--- src/lz77d_pkg.sv ---
// ---------------------------------------------------------------------------
// lz77d_pkg
// shared types and constants for the lz77 variant decompressor
// ---------------------------------------------------------------------------
package lz77d_pkg;

  localparam int unsigned WindowBytes = 8192;
  localparam int unsigned PtrW = $clog2(WindowBytes);
  localparam int unsigned CntW = PtrW + 1;

  typedef enum logic [3:0] {
    PH_CTRL = 4'd0,
    PH_LIT  = 4'd1,
    PH_COPY = 4'd2,
    PH_DIST = 4'd3,
    PH_SEL  = 4'd4,
    PH_C4A  = 4'd5,
    PH_C4B  = 4'd6,
    PH_C4C  = 4'd7,
    PH_CNT1 = 4'd8
  } phase_t;

  localparam logic OP_FEED  = 1'b0;
  localparam logic OP_DRAIN = 1'b1;

  typedef struct packed {
    logic       opcode;
    logic [7:0] in_byte;
    logic       last_of_block;
  } in_item_t;

  typedef struct packed {
    logic [7:0] out_byte;
    logic       out_valid;
    logic       out_last;
    logic       wants_input;
    logic       error_flag;
  } out_item_t;

  // history read and write request from the parser to the memory
  typedef struct packed {
    logic            we;
    logic [PtrW-1:0] waddr;
    logic [7:0]      wdata;
    logic            re;
    logic [PtrW-1:0] raddr;
  } hist_req_t;

endpackage

--- src/lz77d_parser.sv ---
// ---------------------------------------------------------------------------
// lz77d_parser
// token parser, copy sequencer and result stage of the decompressor
// ---------------------------------------------------------------------------
module lz77d_parser (
  input  logic                   clk,
  input  logic                   rst_n,
  input  logic                   in_valid,
  output logic                   in_ready,
  input  lz77d_pkg::in_item_t    in_data,
  output logic                   out_valid,
  input  logic                   out_ready,
  output lz77d_pkg::out_item_t   out_data,
  output lz77d_pkg::hist_req_t   hreq,
  input  logic [7:0]             hrdata
);

  localparam int unsigned PtrW = lz77d_pkg::PtrW;
  localparam int unsigned CntW = lz77d_pkg::CntW;

  lz77d_pkg::phase_t phase_r, phase_nxt;
  logic [PtrW-1:0] wptr_r, wptr_nxt;
  logic [CntW-1:0] prod_r, prod_nxt;
  logic [7:0]      ctrl_r, ctrl_nxt;
  logic [32:0]     rem_r, rem_nxt;
  logic [CntW-1:0] dist_r, dist_nxt;
  logic            bend_r, bend_nxt;
  logic            err_r, err_nxt;

  // stage 1: history read in flight, result completed by the output register
  logic            s1_vld_r;
  logic            s1_copy_r;
  logic [7:0]      s1_lit_r;
  logic            s1_ovalid_r;
  lz77d_pkg::out_item_t s1_item_r;
  // forwarding of the byte written in the same cycle as the read
  logic            fwd_r;
  logic [7:0]      fwd_byte_r;
  logic [7:0]      fwd_data_nxt;

  // output register
  logic                 ob_vld_r;
  lz77d_pkg::out_item_t ob_r;
  lz77d_pkg::out_item_t ob_nxt;

  logic adv;
  logic acc;
  logic [7:0] b;
  logic [7:0] s1_byte;
  logic       valid_c, olast_c;
  logic       rd_copy;
  logic [CntW-1:0] d_new;
  logic       d_set;
  logic [32:0] r_new;
  logic       want_copy;
  logic [32:0] rem_shift;

  assign adv      = !ob_vld_r || out_ready;
  assign in_ready = adv;
  assign acc      = in_valid && in_ready;
  assign b        = in_data.in_byte;

  assign s1_byte = s1_copy_r ? (fwd_r ? fwd_byte_r : hrdata) : s1_lit_r;

  assign rem_shift = {1'b0, rem_r[23:0], b};

  always_comb begin
    phase_nxt = phase_r;
    wptr_nxt  = wptr_r;
    prod_nxt  = prod_r;
    ctrl_nxt  = ctrl_r;
    rem_nxt   = rem_r;
    dist_nxt  = dist_r;
    bend_nxt  = bend_r;
    err_nxt   = err_r;
    valid_c   = 1'b0;
    olast_c   = 1'b0;
    rd_copy   = 1'b0;
    d_set     = 1'b0;
    d_new     = dist_r;
    r_new     = rem_r;
    want_copy = 1'b0;
    fwd_data_nxt = s1_byte;
    if (acc) begin
      if (in_data.opcode == lz77d_pkg::OP_DRAIN) begin
        if (phase_r == lz77d_pkg::PH_COPY) begin
          valid_c = 1'b1;
          rd_copy = 1'b1;
          rem_nxt = rem_r - 33'd1;
          if (rem_r == 33'd1) begin
            phase_nxt = lz77d_pkg::PH_CTRL;
            if (bend_r) begin
              olast_c = 1'b1;
            end
          end
        end
      end else if (phase_r == lz77d_pkg::PH_COPY) begin
        err_nxt = 1'b1;
      end else begin
        unique case (phase_r)
          lz77d_pkg::PH_LIT: begin
            valid_c = 1'b1;
            rem_nxt = rem_r - 33'd1;
            if (rem_r == 33'd1) begin
              phase_nxt = lz77d_pkg::PH_CTRL;
            end
          end
          lz77d_pkg::PH_DIST: begin
            if (ctrl_r[7]) begin
              r_new = 33'(ctrl_r[6:5]) + 33'd3;
              d_set = 1'b1;
              d_new = CntW'({ctrl_r[4:0], b}) + CntW'(1);
              want_copy = 1'b1;
            end else if (ctrl_r[6:5] == 2'd2) begin
              r_new = 33'(ctrl_r[4:0]) + 33'd7;
              d_set = 1'b1;
              d_new = CntW'(b) + CntW'(1);
              want_copy = 1'b1;
            end else begin
              dist_nxt  = CntW'({ctrl_r[4:0], b}) + CntW'(1);
              phase_nxt = lz77d_pkg::PH_SEL;
            end
          end
          lz77d_pkg::PH_SEL: begin
            rem_nxt = '0;
            if (b == 8'hFE) begin
              ctrl_nxt  = 8'hFE;
              phase_nxt = lz77d_pkg::PH_C4C;
            end else if (b == 8'hFF) begin
              ctrl_nxt  = 8'hFF;
              phase_nxt = lz77d_pkg::PH_C4A;
            end else begin
              r_new = 33'(b) + 33'd7;
              want_copy = 1'b1;
            end
          end
          lz77d_pkg::PH_C4A, lz77d_pkg::PH_C4B, lz77d_pkg::PH_C4C: begin
            rem_nxt   = rem_shift;
            phase_nxt = lz77d_pkg::phase_t'(phase_r + 4'd1);
          end
          lz77d_pkg::PH_CNT1: begin
            if (ctrl_r == 8'h1D) begin
              r_new = rem_shift + 33'h1E;
            end else if (ctrl_r == 8'h1E) begin
              r_new = rem_shift + 33'h11E;
            end else if (ctrl_r == 8'h1F) begin
              r_new = rem_shift;
            end else if (ctrl_r == 8'hFE) begin
              r_new = rem_shift + 33'h105;
              want_copy = 1'b1;
            end else begin
              r_new = rem_shift + 33'd3;
              want_copy = 1'b1;
            end
            if (!want_copy) begin
              rem_nxt   = r_new;
              phase_nxt = (r_new != '0) ? lz77d_pkg::PH_LIT : lz77d_pkg::PH_CTRL;
            end
          end
          default: begin
            ctrl_nxt = b;
            rem_nxt  = '0;
            if (b < 8'h1D) begin
              rem_nxt   = 33'(b) + 33'd1;
              phase_nxt = lz77d_pkg::PH_LIT;
            end else if (b == 8'h1D) begin
              phase_nxt = lz77d_pkg::PH_CNT1;
            end else if (b == 8'h1E) begin
              phase_nxt = lz77d_pkg::PH_C4C;
            end else if (b == 8'h1F) begin
              phase_nxt = lz77d_pkg::PH_C4A;
            end else if (b[7:5] == 3'd1) begin
              r_new = 33'(b[1:0]) + 33'd3;
              d_set = 1'b1;
              d_new = CntW'(b[4:2]) + CntW'(1);
              want_copy = 1'b1;
            end else begin
              phase_nxt = lz77d_pkg::PH_DIST;
            end
          end
        endcase
        if (want_copy) begin
          if (d_set) begin
            dist_nxt = d_new;
          end
          if (d_new == '0 || d_new > prod_r) begin
            err_nxt   = 1'b1;
            rem_nxt   = '0;
            phase_nxt = lz77d_pkg::PH_CTRL;
          end else begin
            rem_nxt   = r_new;
            phase_nxt = lz77d_pkg::PH_COPY;
          end
        end
        if (in_data.last_of_block) begin
          if (phase_nxt == lz77d_pkg::PH_COPY) begin
            bend_nxt = 1'b1;
          end else begin
            if (phase_nxt != lz77d_pkg::PH_CTRL) begin
              err_nxt = 1'b1;
            end
            olast_c = valid_c;
          end
        end
      end
      if (valid_c) begin
        wptr_nxt = wptr_r + PtrW'(1);
        if (prod_r < CntW'(lz77d_pkg::WindowBytes)) begin
          prod_nxt = prod_r + CntW'(1);
        end
      end
      if ((in_data.opcode == lz77d_pkg::OP_FEED && in_data.last_of_block &&
           phase_r != lz77d_pkg::PH_COPY && phase_nxt != lz77d_pkg::PH_COPY) ||
          olast_c) begin
        wptr_nxt  = '0;
        prod_nxt  = '0;
        phase_nxt = lz77d_pkg::PH_CTRL;
        rem_nxt   = '0;
        bend_nxt  = 1'b0;
      end
    end
  end

  always_comb begin
    ob_nxt = s1_item_r;
    ob_nxt.out_byte = s1_ovalid_r ? s1_byte : 8'd0;
  end

  // a copy read and its write of the previous byte share an address only at distance 1
  assign hreq.re    = rd_copy;
  assign hreq.raddr = wptr_r - dist_r[PtrW-1:0];
  assign hreq.we    = s1_vld_r && s1_ovalid_r;
  assign hreq.wdata = s1_byte;
  assign hreq.waddr = wptr_r - PtrW'(1);

  always_ff @(posedge clk) begin
    if (!rst_n) begin
      phase_r  <= lz77d_pkg::PH_CTRL;
      wptr_r   <= '0;
      prod_r   <= '0;
      ctrl_r   <= '0;
      rem_r    <= '0;
      dist_r   <= '0;
      bend_r   <= 1'b0;
      err_r    <= 1'b0;
      s1_vld_r <= 1'b0;
      ob_vld_r <= 1'b0;
      fwd_r    <= 1'b0;
    end else begin
      if (acc) begin
        phase_r <= phase_nxt;
        wptr_r  <= wptr_nxt;
        prod_r  <= prod_nxt;
        ctrl_r  <= ctrl_nxt;
        rem_r   <= rem_nxt;
        dist_r  <= dist_nxt;
        bend_r  <= bend_nxt;
        err_r   <= err_nxt;
      end
      if (adv) begin
        s1_vld_r <= acc;
        ob_vld_r <= s1_vld_r;
        fwd_r    <= rd_copy && s1_vld_r && s1_ovalid_r && dist_r == CntW'(1);
      end
    end
  end

  always_ff @(posedge clk) begin
    if (adv) begin
      s1_copy_r   <= rd_copy;
      s1_lit_r    <= b;
      s1_ovalid_r <= valid_c;
      fwd_byte_r  <= fwd_data_nxt;
      s1_item_r.out_byte    <= '0;
      s1_item_r.out_valid   <= valid_c;
      s1_item_r.out_last    <= olast_c;
      s1_item_r.wants_input <= (phase_nxt != lz77d_pkg::PH_COPY);
      s1_item_r.error_flag  <= err_nxt;
      if (s1_vld_r) begin
        ob_r <= ob_nxt;
      end
    end
  end

  assign out_valid = ob_vld_r;
  assign out_data  = ob_r;

endmodule

--- config.mk ---
export PLATFORM = sky130hd
export DESIGN_NAME = lz77d_parser
export DESIGN_NICKNAME = d
export VERILOG_FILES = /design/src/lz77d_pkg.sv /design/src/lz77d_parser.sv
export SDC_FILE = /design/constraint.sdc
export NUM_CORES = 1
export LEC_CHECK = 0
export ABC_AREA = 1
export BUFFER_PORTS_ARGS = -buffer_cell sky130_fd_sc_hd__buf_2
export CORE_MARGIN = 5
export CORE_UTILIZATION = 35
export CTS_BUF_LIST = sky130_fd_sc_hd__clkbuf_4 sky130_fd_sc_hd__clkbuf_8 sky130_fd_sc_hd__clkbuf_16
export DETAILED_ROUTE_END_ITERATION = 8
export SLEW_MARGIN = 40
export SYNTH_ARGS = -nofsm -noshare
export SYNTH_HDL_FRONTEND = slang
export SYNTH_SLANG_ARGS = --single-unit
--- constraint.sdc ---
create_clock -name clk -period 9.6 [get_ports clk]
set_input_delay 0.96 -clock clk [delete_from_list [all_inputs] [get_ports clk]]
set_output_delay 0.96 -clock clk [all_outputs]
set_load 0.01 [all_outputs]
==> impl_metrics.toml <==
[worst_setup_path]
worstPathRequired_ns = 9.88
crit_type = "reg2reg"
cp_common_cell = "nand2_1"
endpoint_kind = "flop"
crit_fanout = 61
cp.arrival_ns = 6.94
slowest_delay_ns = 0.58
startpoint_type = "flop"
cp_slowest_cell = "nand2_2"

[yosys]
syn_area_per_cell_um2 = 6.19
ys.flop_type = "dfxtp_1"
synth_edf_count = 33
syn_inst = 1941
async_flop_share = 0
synth_nets = 2021
ys_warn_count = 0
netlist_area_um2 = 12000
synth_cell_types = 61
synth-seq-cells = 124
yosysSeqAreaShare = 0.234

[floorplan]
core_region_area_um2 = 33700
dieArea_um2 = 38100
die_h_um = 195
io_pins = 72
initial_utilization = 0.357
die_width_um = 195
num_rows = 67

[power_and_ir_drop]
p_leak_uw = 0.00571
p_seq_frac = 0.314
p_clk_frac = 0.360
max-vdd-ir-drop_uv = 123
p_total_uw = 1930
pwr-share-comb = 0.326
p_per_area_nw_per_um2 = 145
power_switching_uw = 762
swShare = 0.396
intPower_uw = 1160

[placement]
port-buffer-count = 71
hpwl_um = 33900
gp_congestion = 0.986

[clocking]
cts_tree = "yes"
clk_pin_slew_ns = 0.07
cts_hold_buffers = 0
cts_max_level = 4
cts.sinks = 124
cts_setup_buffers = 0
cts_resized = 0
clock_latency_ns = 0.44
cts_buffers = 17
cts_buffer_depth = 2
cts-root-buf = "clkbuf_16"

[finish]
final_nets = 2038
seq_area_um2 = 2810
drive_gt1_frac = 0.0832
syn_to_final_growth_pct = 10.5
diodes = 0
nFillCells = 3702
multi_input_area_um2 = 7930

[global_route]
gr-total-overflow = 0
grt_usage = 0.228
grt_max_degree = 81
first_global_vias = 12500
grt_pass1_wl_um = 70800
antenna_found_initial = 1

[detailed_routing]
routed_wl_um = 45200
routed.top_layer = "met4"
drc = 0
route.met3.wl_um = 3160
first_pass_iters = 6
wire_per_inst_um = 18.7
num_vias = 13500
met1_length_um = 20800
antenna_left = 0
wl_met2_um = 20200
dr.first_iter.drc_count = 1521
post_drt_via_cell_ratio = 5.59

[sta]
fin_crit_sh = 0.694
hold_viol_final = 0
rsz0062_at_grt = "false"
finalSetupViolations = 0
finalClockSkew_ns = 0.0130
slew_violations = 0
tightestPinTransition_ns = 0.809
fin_crit_ns = 6.66
relSlewSlack = 0.459
timing.fmax_mhz = 150
setup_tns_ns = 0

[run]
cap_violations = 0

[outcome]
outcome = "finished, final reports clean"

[worst_hold_path]
hp-class = "reg2reg"
[state kept, by name, indices dropped and copies added (netlist names), 4 cells and up]
register / count
phase_r: 4
out_data: 12
prod_r: 14
ob_nxt: 4
wptr_r: 13
dist_r: 14
s1_lit_r: 8
rem_r: 33
fwd_byte_r: 8
ctrl_r: 8
[layer usage]
metal | GRT usage | vias up
met5 | 0 | -
met4 | 0.0615 | 0
met3 | 0.0229 | 64
met2 | 0.362 | 604
met1 | 0.332 | 6312
li1 | - | 6536
[logic make-up (layout without fill, tap and decap cells)]
logic type,count (synthesis),count (layout),share of synthesized area
muxes,1,1,0.000937
adders and majority gates,58,58,0.0616
AOI/OAI and AO/OA,383,383,0.185
and+or+nand+nor,958,958,0.347
xor gates and xnor gates,87,87,0.0634
buffers and inverters,330,360,0.108
DFF,124,124,0.234
[layout make-up]
type	instances	share of cell area
Multi-Input combinational cell	1487	0.597
Sequential cell	124	0.212
Inverter	248	0.0701
Tap cell	448	0.0422
Timing Repair Buffer	80	0.0336
Clock buffer	17	0.0320
Clock inverter	15	0.0135
[worst paths after layout]
kind | slack, ns | startpoint | cells past startpoint | to
worst max-delay path | 2.94 | phase_r[1] | 32 | prod_r[4]
worst min-delay path | 0.41 | ob_nxt[1] | 0 | out_data[1]
worst max register to register | 2.94 | phase_r[1] | 32 | prod_r[4]
worst min register to register | 0.41 | ob_nxt[1] | 0 | out_data[1]
[Yosys cell counts (all sizes together) (33+ instances only)]
| cell type | count | area, um^2 |
|---|---|---|
| o21ai | 142 | 714 |
| dfxtp | 91 | 1820 |
| clkbuf | 51 | 191 |
| xor2 | 80 | 701 |
| nor2 | 216 | 881 |
| nor3 | 36 | 180 |
| edfxtp | 33 | 991 |
| nand2 | 454 | 1750 |
| a21oi | 128 | 641 |
| ha | 56 | 701 |
| nand3 | 194 | 986 |
| inv | 242 | 908 |
[placed cells by master (no fill, tap or decap), types with 4 or more instances in the layout]
cell type  synthesis  routed
nand2_1          441     441
inv_1            231     230
nor2_1           198     197
nand3_1          191     191
a21oi_1          128     128
o21ai_0          121     121
dfxtp_1           91      91
xor2_1            80      80
buf_2             21      71
ha_1              56      56
nor3_1            36      36
edfxtp_1          33      33
nand4_1           29      29
o22ai_1           26      26
o21ai_1           20      20
clkbuf_16          0      17
nor2_2            13      13
a221oi_1          13      13
nor4_1            13      12
nand2_2           11      11
inv_2             11      11
o221ai_1          10      10
clkinv_1           6       8
o211ai_1           8       8
o21a_1             8       8
a31oi_1            7       7
xnor2_1            7       7
a22oi_1            7       7
buf_4              6       7
nor2_4             5       6
o31ai_1            6       6
nand3b_1           4       4
and2_1             4       4
o2111ai_1          4       4
a32o_1             4       4
inv_8              0       4
inv_6              0       4
clkinv_4           0       4
[worst max-delay path, delay by kind of cell, from the launching register on]
| family | cells | cell delay, ns |
|---|---|---|
| flip-flops | 1 | 0.48 |
| buffers and inverters | 6 | 1.09 |
| AND/OR/NAND/NOR | 21 | 4.15 |
| adder cells (fa/ha/maj) | 2 | 0.53 |
| AO/OA/AOI/OAI | 3 | 0.22 |
[power groups by stage]
| stage | clock network, uW | logic (uW) | registers [uW] |
|---|---|---|---|
| 6_report | 694 | 627 | 605 |
| 5_1_grt | 724 | 695 | 609 |
| 3_5_place_dp | 0 | 611 | 615 |
| 2_1_floorplan | 0 | 453 | 596 |
| 3_3_place_gp | 0 | 610 | 615 |
| 4_1_cts | 704 | 616 | 604 |
[through the flow]
stage                     instance area (um^2)  setup slack [ns]   util  instances  hold slack, ns
after global routing                     13300              2.33  0.394       2419           0.433
after detailed placement                 12600              3.02  0.375       2386           0.405
after CTS                                13200              3.04  0.393       2418           0.418
after floorplan                          12000              5.39      -       1941           0.400
after global placement                   12600              3.25  0.375       2386           0.403
final                                    13300              2.94  0.394       2419           0.414
Note: power is estimated with default switching activity, not from simulation.
